File: src/rtl/afmr_pkg.sv
`timescale 1ns / 1ps
package afmr_pkg;
    localparam int SLOTS_DEF      = 8;
    localparam int MAX_PART_DEF   = 8;
    localparam int FRAME_LEN_DEF  = 64;
    localparam int SAMPLE_BITS_DEF = 16;
    localparam int PART_W  = 3;
    localparam int STAMP_W = 32;
    localparam int SAMP_W  = SAMPLE_BITS_DEF;
    localparam int ROOM_W  = 4;
    localparam int DROP_W  = 16;

    // controller -> datapath commands
    typedef struct packed {
        logic stamp_rd;   // read stamp of search slot
        logic stamp_wr;   // write stamp for frame start
        logic mix_rd;     // read mix word
        logic mix_wr;     // write mixed word
        logic emit_rd;    // read word for emission
        logic clr_wr;     // clear word of oldest slot, or of each slot at init
    } t_cmd;
endpackage

File: src/rtl/afmr_ctrl.sv
`timescale 1ns / 1ps
module afmr_ctrl
    import afmr_pkg::*;
#(
    parameter int SLOTS     = SLOTS_DEF,
    parameter int FRAME_LEN = FRAME_LEN_DEF,
    localparam int MAX_PART = MAX_PART_DEF,
    localparam int SW = $clog2(SLOTS),
    localparam int PW = $clog2(MAX_PART),
    localparam int FW = $clog2(FRAME_LEN),
    localparam int CW = $clog2(SLOTS+1),
    localparam int NW = $clog2(MAX_PART+1)
) (
    input  logic               i_clk,
    input  logic               i_rst_n,
    input  logic               i_in_valid,
    output logic               o_in_ready,
    input  logic [PART_W-1:0]  i_part,
    input  logic [STAMP_W-1:0] i_stamp,
    input  logic [ROOM_W-1:0]  i_room,
    input  logic [STAMP_W-1:0] i_stamp_q,
    input  logic [SAMP_W-1:0]  i_mix_q,
    output t_cmd               o_cmd,
    output logic [SW-1:0]      o_slot,
    output logic [PW-1:0]      o_part,
    output logic [FW-1:0]      o_pos,
    output logic [STAMP_W-1:0] o_stamp,
    output logic               o_out_valid,
    input  logic               i_out_ready,
    output logic [SAMP_W-1:0]  o_out_sample,
    output logic               o_out_last,
    output logic [DROP_W-1:0]  o_out_drops
);
    localparam logic [3:0] S_IDLE = 4'd0, S_SRD = 4'd1, S_SCHK = 4'd2,
                           S_MRD = 4'd3, S_MWR = 4'd4, S_ERD = 4'd5,
                           S_EOUT = 4'd6, S_CLR = 4'd7, S_INIT = 4'd8;

    logic [3:0]         r_st;
    logic [SLOTS-1:0][NW-1:0] r_fill;
    logic [SW-1:0]      r_oldest, r_cur;
    logic [CW-1:0]      r_used, r_i;
    logic [DROP_W-1:0]  r_drops;
    logic               r_dropped;
    logic [FW-1:0]      r_pos, r_epos;
    logic [PW-1:0]      r_part;
    logic [STAMP_W-1:0] r_stamp;
    logic               r_ov;
    logic [SAMP_W-1:0]  r_osamp;
    logic               r_olast;
    logic [DROP_W-1:0]  r_odrop;
    logic [SW+FW-1:0]   r_icnt;
    logic               w_last_pos, w_out_free, w_pick;
    logic [CW:0]        w_walk;
    logic [SW-1:0]      w_srch;

    assign w_last_pos = (r_pos == FW'(FRAME_LEN-1));
    assign w_out_free = !r_ov || i_out_ready;
    // oldest + walk index, wrapped round the ring
    assign w_walk     = {1'b0, CW'(r_oldest)} + {1'b0, r_i};
    assign w_srch     = (w_walk >= (CW+1)'(SLOTS)) ? SW'(w_walk - (CW+1)'(SLOTS))
                                                    : SW'(w_walk);
    // slot taken: free stamp inside the used run, or a free slot past it
    assign w_pick     = (r_i < r_used) ? (i_stamp_q == '0) : (r_used < CW'(SLOTS));
    assign o_in_ready = (r_st == S_IDLE);
    assign o_stamp    = r_stamp;

    always_comb begin
        o_cmd  = '0;
        o_slot = r_cur;
        o_part = r_part;
        o_pos  = r_pos;
        case (r_st)
            S_IDLE: begin
                o_part = i_part[PW-1:0];
                o_slot = w_srch;
                o_cmd.stamp_rd = 1'b1;
            end
            S_SRD: begin
                o_slot = w_srch;
                o_cmd.stamp_rd = 1'b1;
            end
            S_SCHK: begin
                o_slot = w_srch;
                o_cmd.stamp_wr = w_pick;
            end
            S_MRD:  o_cmd.mix_rd = 1'b1;
            S_MWR:  o_cmd.mix_wr = !r_dropped;
            S_ERD: begin
                o_pos = r_epos;
                o_cmd.emit_rd = 1'b1;
            end
            S_EOUT: o_pos = r_epos;
            S_CLR: begin
                o_slot = r_oldest;
                o_pos  = r_epos;
                o_cmd.clr_wr = 1'b1;
            end
            S_INIT: begin
                o_slot = r_icnt[SW+FW-1:FW];
                o_pos  = r_icnt[FW-1:0];
                o_cmd.clr_wr = 1'b1;
            end
            default: o_cmd = '0;
        endcase
    end

    always_ff @(posedge i_clk) begin
        if (!i_rst_n) begin
            r_st <= S_INIT; r_fill <= '0; r_oldest <= '0; r_cur <= '0;
            r_used <= '0; r_i <= '0; r_drops <= '0; r_dropped <= 1'b0;
            r_pos <= '0; r_epos <= '0; r_ov <= 1'b0; r_icnt <= '0;
        end else begin
            if (r_ov && i_out_ready && r_st != S_EOUT) r_ov <= 1'b0;
            case (r_st)
                S_INIT: begin
                    if (r_icnt == '1)
                        r_st <= S_IDLE;
                    else
                        r_icnt <= r_icnt + 1'b1;
                end
                S_IDLE: begin
                    r_i <= '0;
                    if (i_in_valid) begin
                        if (r_pos == '0) begin
                            r_part  <= i_part[PW-1:0];
                            r_stamp <= i_stamp;
                            r_cur <= '0;
                            if (32'(i_part) >= 32'(MAX_PART) || i_stamp == '0) begin
                                r_dropped <= 1'b1;
                                if (r_drops != '1) r_drops <= r_drops + 1'b1;
                                r_st <= S_MWR;
                            end else begin
                                r_dropped <= 1'b0;
                                r_st <= S_SCHK;
                            end
                        end else begin
                            r_st <= r_dropped ? S_MWR : S_MRD;
                        end
                    end
                end
                S_SRD: r_st <= S_SCHK;
                S_SCHK: begin
                    if (w_pick) begin
                        r_cur <= w_srch;
                        if (r_fill[w_srch] == '0 && r_used < CW'(SLOTS))
                            r_used <= r_used + 1'b1;
                        if (r_fill[w_srch] < NW'(MAX_PART))
                            r_fill[w_srch] <= r_fill[w_srch] + 1'b1;
                        r_st <= S_MRD;
                    end else if (r_i < r_used && i_stamp_q <= r_stamp) begin
                        r_i  <= r_i + 1'b1;
                        r_st <= S_SRD;
                    end else begin
                        // newer stamp met, or ring full
                        r_dropped <= 1'b1;
                        if (r_drops != '1) r_drops <= r_drops + 1'b1;
                        r_st <= S_MWR;
                    end
                end
                S_MRD: r_st <= S_MWR;
                S_MWR: begin
                    r_pos <= w_last_pos ? '0 : r_pos + 1'b1;
                    r_epos <= '0;
                    if (w_last_pos && !r_dropped &&
                        32'(r_fill[r_cur]) == 32'(i_room))
                        r_st <= S_ERD;
                    else
                        r_st <= S_IDLE;
                end
                S_ERD: r_st <= S_EOUT;
                S_EOUT: begin
                    if (w_out_free) begin
                        r_ov <= 1'b1;
                        r_osamp <= i_mix_q;
                        r_olast <= (r_epos == FW'(FRAME_LEN-1));
                        r_odrop <= r_drops;
                        if (r_epos == FW'(FRAME_LEN-1)) begin
                            r_epos <= '0;
                            r_st <= S_CLR;
                        end else begin
                            r_epos <= r_epos + 1'b1;
                            r_st <= S_ERD;
                        end
                    end
                end
                S_CLR: begin
                    if (r_epos == FW'(FRAME_LEN-1)) begin
                        r_fill[r_oldest] <= '0;
                        r_oldest <= (r_oldest == SW'(SLOTS-1)) ? '0 : r_oldest + 1'b1;
                        if (r_used != '0) r_used <= r_used - 1'b1;
                        r_st <= S_IDLE;
                    end else begin
                        r_epos <= r_epos + 1'b1;
                    end
                end
                default: r_st <= S_IDLE;
            endcase
        end
    end

    assign o_out_valid  = r_ov;
    assign o_out_sample = r_osamp;
    assign o_out_last   = r_olast;
    assign o_out_drops  = r_odrop;
endmodule

File: config.mk
export PLATFORM = sky130hd
export DESIGN_NAME = afmr_ctrl
export DESIGN_NICKNAME = d
export VERILOG_FILES = /design/src/rtl/afmr_pkg.sv /design/src/rtl/afmr_ctrl.sv
export SDC_FILE = /design/constraint.sdc
export NUM_CORES = 1
export LEC_CHECK = 0
export BUFFER_PORTS_ARGS = -buffer_cell sky130_fd_sc_hd__buf_2
export CAP_MARGIN = 20
export CORE_ASPECT_RATIO = 0.75
export CORE_MARGIN = 3
export CORE_UTILIZATION = 56
export DETAILED_ROUTE_END_ITERATION = 7
export PLACE_DENSITY_LB_ADDON = 0.08
export SETUP_SLACK_MARGIN = 0.5
export SKIP_LAST_GASP = 1
export SLEW_MARGIN = 30
export SYNTH_ARGS = -nofsm -noshare
export SYNTH_HDL_FRONTEND = slang
export SYNTH_SLANG_ARGS = --single-unit
File: constraint.sdc
create_clock -name i_clk -period 4.25 [get_ports i_clk]
set_input_delay 0.2125 -clock i_clk [delete_from_list [all_inputs] [get_ports i_clk]]
set_output_delay 0.2125 -clock i_clk [all_outputs]
set_load 0.02 [all_outputs]
==> impl_results.md, run 1 <==
* Post-synth top flop: dfxtp_1
* Final slew viol count at 0
* Post-synth top cells: 95 x nand2_1, 89 x dfxtp_1, 82 x inv_1
* Final design utilization at 72.7%
* Warnings from Yosys at 0
* Min Hold Slack at 0.161 ns
* Post-Synthesis Cells at between 800 and 900
* Post-synth cell types at between 70 and 80
* Die Y at around 110 um
* DR DRC count at 0
* FFs w/ async S/R, synth at 0%
* # diodes at 0
* DR vias/cell at 5.81
* Synth top area share at between 20% and 30%
* Worst endpoint required time at around 4.6 ns
* Number of synthesized flops with an enable pin at just under 70
* Clock-pin slew on the worst setup and hold paths at 0.07 ns
* Worst Setup SP: r_oldest[0]$_SDFFE_PN0P_
* Clock Sinks at roughly 160
* Routed vias at roughly 7600
* RePlAce Congestion at just over 0.9
* Main area contributors after synthesis: edfxtp_1 24%, dfxtp_1 21%, ha_1 7.2%
* Grt ovf at 0
* 1st-iter DRT viols at about 550
* Cts repair resizes at 0
* Initial Util at 58.1%
* CTS tree: yes
* Crit path launch type: register
* Number of global-route vias before repair at approximately 7100
* Core Area at roughly 15000 sq um
* Clock skew at 0.00864 ns
* WL/cell at about 18 um
* FMAX at 300 MHz
* Initial antenna violation count at 0
* Post-synthesis sequential area ratio at 44.8%
* Row cnt at 38
* Rel. slew slack at between 40% and 50%
* Most common cell in the netlist: nand2_1
* Fillers at ~1100
* GRT Total Usage at approximately 28%
* Clk root buf: clkbuf_16
* Max VDD drop at 0.286 mV
* Minimum clock period at between 3 and 4 ns
* Syn Area/Cell at roughly 9.7 sq um
* CP Class: register to register
* Top-Level Pins at 176
* Sum Neg Setup Slack at 0 ns
* Hold path startpoint: i_out_ready
* Synth Cell Area at 8540 sq um
* Die W at between 100 and 150 um
* Worst setup EP type: register
* Post-route ant nets at 0
* Synthesis-stage register bit count at between 150 and 200
* Fin crit share at between 70% and 80%
* Full die area at about 17000 sq um
* Port Buffer Count at between 150 and 200
* H-tree level count at 4
* Slew @ Worst Pin at 0.823 ns
* First-pass GRT wire length at ~37 mm
* Dpl ws at just under 1 ns
* Hold Fails Final Rpt at 0
* Crit Path Max Fanout at 11
* Detailed Route WL at 23.0 mm
* Fin cells at approximately 1300
* Clk_lat worst skew at about 0.44 ns
* Dpl hpwl at 16.3 mm
* CTS buffer count at 17
* Reg2Reg Launch Point: r_oldest[0]$_SDFFE_PN0P_
* Max-cap violation count at 0
* Final setup violation count at 0
* Syn-to-layout area delta at 25.1%
* Largest net degree at the start of global routing at 44
* Synth area leader: edfxtp_1
* Setup slack after layout at a little over 0.9 ns
* Pwr/cell area at 299 nW/um^2
* Final #Nets at around 1200
* Clock buffer depth at 2
* Placed Cells at around 1200
* TritonRoute pass-1 iters at 5
* Unrepaired setup endpoints after global routing: no
* Worst EP arrival at 3.69 ns
* Syn nets at approximately 1000
* Layout cells sized above 1 at approximately a quarter
* Status: finished, final reports clean
* Leakage power at between 4 and 5 nW
* HP Class: input pin to register
==> critical path: stages, from the launching register on <==
cell and delay (ns):
dfxtp_1 0.41, ha_1 0.26, fa_1 0.43, xnor2_2 0.43
mux2i_1 0.24, o21ai_1 0.11, a221oi_4 0.35, nand3b_4 0.13
or4_1 0.69, o22ai_2 0.20
==> where the power goes <==
group / total, W / switching, W / leakage [nW] / internal (W)
Combinational: 0.000172 / 0.0000826 / 2.57 / 0.0000891
Sequential: 0.00157 / 0.00000364 / 1.37 / 0.00157
Clock: 0.00145 / 0.000681 / 0.271 / 0.000770
==> registers in the layout, summed over array words and instances (netlist names) <==
name / count
o_out_drops: 16
o_out_last: 1
o_out_sample: 16
o_out_valid: 1
o_stamp: 32
r_cur: 3
r_dropped: 1
r_drops: 16
r_epos: 6
r_fill: 32
r_i: 4
r_icnt: 9
r_oldest: 3
r_part: 3
r_pos: 6
r_st: 4
r_used: 4
==> cell families (layout without fill, tap and decap cells) <==
family	Yosys count	count (layout)	synth area share, %
simple gates	305	305	18.0
compound gates	185	185	15.7
flops	157	157	44.8
buf+inv	124	353	5.58
fa+ha+maj	51	51	7.65
mux	31	31	5.42
xor+xnor	25	25	2.84
==> placed cells by master (no fill, tap or decap), drive strengths merged, types with 9 or more instances in the layout <==
cell         synthesis  final
a21oi               46     46
inv                 84     92
nor3                19     19
ha                  49     49
o21ai               26     26
edfxtp              68     68
nand3               30     30
mux2i               17     17
o21a                 9      9
nor2                50     50
dlygate4sd3          0     51
xor2                11     11
xnor2               13     13
buf                  9    184
o31ai               16     16
nand2b              11     11
nand2               95     95
dfxtp               89     89
o22ai               32     32
clkbuf              29     18
or4                 11     11
nor4                28     28
nand4               24     24
mux4                12     12
==> layer usage <==
layer | share of wire [%] | track usage, %
met2 | 45 | 41.3
met4 | 2.0 | 9.23
met1 | 46 | 40.1
met3 | 7.8 | 5.64
met5 | 0 | 0
==> worst paths after layout <==
path	end	slack (ns)	cells after the start
max	r_fill[27]$_SDFFE_PN0P_	0.91	9
min	o_out_valid$_SDFF_PN0_	0.16	4
max reg2reg	r_fill[27]$_SDFFE_PN0P_	0.91	9
min reg2reg	o_out_drops[6]$_DFFE_PP_	0.46	0
==> repair_timing <==
item / CTS / global route
buffers inserted: 0 / 0
hold endpoints to repair: 51 / 0
hold buffers: 51 / 0
==> stage by stage <==
step | power (W) | instance area (sq um)
floorplan | 0.00167 | 8540
global placement | 0.00173 | 9590
detailed placement | 0.00174 | 9590
CTS | 0.00322 | 10700
global route | 0.00329 | 10700
finish | 0.00320 | 10700
==> final cells by class <==
class	instances	area, sq um	area share, %
clock buffer	18	429	4.02
clock inverter	14	128	1.19
inverter	86	323	3.02
multi-input combinational	597	4260	39.8
sequential	157	3820	35.8
tap	200	250	2.34
timing repair buffer	235	1470	13.8
No activity file was read; power rests on OpenSTA's default activity.
==> inputs of run 2 (changes only) <==
--- a/config.mk
+++ b/config.mk
@@ -5,11 +5,12 @@
 export SDC_FILE = /design/constraint.sdc
 export NUM_CORES = 1
 export LEC_CHECK = 0
+export ABC_AREA = 1
 export BUFFER_PORTS_ARGS = -buffer_cell sky130_fd_sc_hd__buf_2
 export CAP_MARGIN = 20
 export CORE_ASPECT_RATIO = 0.75
 export CORE_MARGIN = 3
-export CORE_UTILIZATION = 56
+export CORE_UTILIZATION = 51
 export DETAILED_ROUTE_END_ITERATION = 7
 export PLACE_DENSITY_LB_ADDON = 0.08
 export SETUP_SLACK_MARGIN = 0.5
==> constraint.sdc (replaced) <==
create_clock -name i_clk -period 2.7 [get_ports i_clk]
set_input_delay 0.135 -clock i_clk [delete_from_list [all_inputs] [get_ports i_clk]]
set_output_delay 0.135 -clock i_clk [all_outputs]
set_load 0.02 [all_outputs]
==> impl_results.md, run 2 <==
* Clock skew at about 0.013 ns
* Layout cells sized above 1 at between 30% and 40%
* Clk root buf: clkbuf_16
* Core Area at approximately 18000 sq um
* # diodes at 0
* Unrepaired setup endpoints after global routing: yes
* Worst EP arrival at about 2.9 ns
* Status: finished, final reports clean
* Crit Path Max Fanout at 12
* Synth top area share at a little over a fifth
* CTS tree: yes
* Number of synthesized flops with an enable pin at between 60 and 70
* Worst R2R Setup Slack at approximately 0.18 ns
* Fin area at 13200 sq um
* Sum Neg Setup Slack at 0 ns
* Most common cell in the netlist: nand2_1
* Syn-to-layout area delta at 41.0%
* Fillers at 1319
* Reg2Reg Launch Point: r_i[0]$_SDFFE_PN0P_
* Multi-input gate area at 5630 sq um
* Synth Cell Area at between 9000 and 10000 sq um
* Row cnt at 42
* Post-synth cell types at 53
* Largest net degree at the start of global routing at 50
* DR DRC count at 0
* Worst Hold Depth at 4
* Crit path launch type: register
* Number of global-route vias before repair at 8490
* Clock-pin slew on the worst setup and hold paths at roughly 0.07 ns
* Final setup violation count at 0
* Die Y at 123 um
* Initial Util at between 50% and 60%
* Area of all sequential standard cells at approximately 3800 sq um
* TritonRoute pass-1 iters at 6
* Buf/Inv on CP at 1
* FF-to-FF path depth at 13
* Hold path startpoint: i_out_ready
* 1st-iter DRT viols at approximately 880
* Crit-path slowest cell: fa_2
* Stages on worst setup path at 13
* Worst endpoint required time at 3.03 ns
* Synthesis-stage register bit count at between 150 and 200
* Commonest non-fill, non-tap cells in the layout: 278 x nand2_1, 173 x buf_2, 145 x inv_1
* Clk_lat worst skew at 0.44 ns
* Warnings from Yosys at 0
* Hold EP: o_out_valid$_SDFF_PN0_
* Port Buffer Count at about 180
* Max VDD drop at between 0.3 and 0.4 mV
* Max-cap violation count at 0
* Full die area at 20000 sq um
* Final slew viol count at 0
* First-pass GRT wire length at roughly 43 mm
* Post-synth top cells: 314 x nand2_1, 163 x inv_1, 145 x nor2_1
* Final total power at 0.00519 W
* Cell Area, Placed at about 11000 sq um
* Routed vias at 9740
* FF-to-FF End: r_fill[10]$_SDFFE_PN0P_
* Fin crit share at 93.5%
* Pwr/cell area at 394 nW/um^2
* Detailed Route WL at 29.8 mm
* Post-synth top flop: dfxtp_1
* Die W at around 160 um
* CP Class: register to register
* Clock Sinks at 157
* Grt ovf at 0
* Top-Level Pins at between 150 and 200
* WL/cell at ~17 um
* Main area contributors after synthesis: edfxtp_1 22%, dfxtp_1 19%, nand2_1 13%
* Minimum clock period at ~2.5 ns
* FFs w/ async S/R, synth at 0%
* Synth area leader: edfxtp_1
* Commonest non-fill, non-tap cell in the layout: nand2_1
* H-tree level count at 4
* DR vias/cell at 5.45
* Worst setup EP type: register
* Syn nets at about 1400
* Max incr delay on CP at about 0.62 ns
* Final design utilization at 74.0%
* RePlAce Congestion at 0.961
* GRT Total Usage at a little over a quarter
* Post-route ant nets at 0
* CP delay by family, top: adder cells
* Critical-path cell list: ha_4, fa_2, inv_6, nand2_2, nand2_2, nand2_2, nand2_4, ha_4, nor2_4, nand3b_1, o31ai_1, nor2_1, nor2_1
* HP Class: input pin to register
* Leakage power at approximately 5.4 nW
* Initial antenna violation count at 1
* Dpl hpwl at ~19 mm
* Final #Nets at between 1500 and 2000
* Post-Synthesis Cells at around 1200
* FMAX at roughly 400 MHz
* Rel. slew slack at between 30% and 40%
* Post-synthesis sequential area ratio at 40.9%
* CTS buffer count at 17
* Syn Area/Cell at roughly 7.5 sq um
* Slew @ Worst Pin at 1.04 ns
* Clock buffer depth at 2
* Hold Fails Final Rpt at 0
* CP dominant cell by count: nand2_2
-- run 2: worst max-delay path by stage --
stage / startpoint / slack, ns / end
6_report: r_i[0]$_SDFFE_PN0P_ / 0.18 / r_fill[10]$_SDFFE_PN0P_
5_1_grt: r_i[0]$_SDFFE_PN0P_ / 0.09 / r_fill[25]$_SDFFE_PN0P_
4_1_cts: r_oldest[0]$_SDFFE_PN0P_ / 0.23 / r_fill[26]$_SDFFE_PN0P_
3_5_place_dp: r_oldest[0]$_SDFFE_PN0P_ / 0.09 / r_fill[18]$_SDFFE_PN0P_
3_3_place_gp: r_oldest[0]$_SDFFE_PN0P_ / 0.16 / r_fill[23]$_SDFFE_PN0P_
2_1_floorplan: r_oldest[0]$_SDFFE_PN0P_ / 0.41 / r_fill[7]$_SDFFE_PN0P_
-- run 2: metrics by stage --
stage,std cells,hold WS [ns],setup WS [ns]
global route,1787,0.0396,0.0875
detailed placement,1649,0.313,0.0866
CTS,1755,0.00184,0.227
finish,1787,0.0447,0.176
global placement,1649,0.312,0.160
floorplan,1239,0.234,0.409
-- run 2: final cells by class --
type	count	area share, %
multi-input cells	877	42.7
flip-flops and latches	157	29.2
repair buffers	305	16.2
inverters	174	5.16
clock buffers	17	3.23
well taps	242	2.30
clock inverters	15	1.30
-- run 2: routing by layer --
layer | GRT usage [%] | vias to the layer above | wire, um | share of wire, %
met1 | 38.8 | 4503 | 13000 | 44
met3 | 5.39 | 66 | 2400 | 8.1
met2 | 42.3 | 461 | 13700 | 46
met5 | 0 | - | 10 | 0.034
met4 | 8.26 | 2 | 566 | 1.9
li1 | - | 4708 | - | -
-- run 2: worst reg2reg max path: stages, from the launching register on --
cell      delay [ns]
dfxtp_4         0.36
ha_4            0.16
fa_2            0.62
inv_6           0.09
nand2_2         0.10
nand2_2         0.06
nand2_2         0.09
nand2_4         0.10
ha_4            0.19
nor2_4          0.23
nand3b_1        0.17
o31ai_1         0.07
nor2_1          0.14
nor2_1          0.06
-- run 2: where the power goes --
group	internal, W	switching, W
registers	0.00247	0.00000290
logic	0.000155	0.000150
clock network	0.00125	0.00117
total	0.00387	0.00132
-- run 2: logic make-up after synthesis --
kind of cell               count (synthesis)  share of synthesized area, %
and+or+nand+nor                          616                          28.8
buffers and inverters                    206                          8.56
AOI/OAI and AO/OA                        186                          12.6
DFF                                      157                          40.9
adders and majority gates                 51                          6.99
xor gates and xnor gates                  23                          2.23
-- run 2: timing repair --
item	4_1_cts	5_1_grt
gates resized for setup	66	138
pin swaps	19	69
hold buffers	51	0
hold endpoints to repair	51	0
setup endpoints to repair	67	77
cloned	0	2
setup buffers	23	30
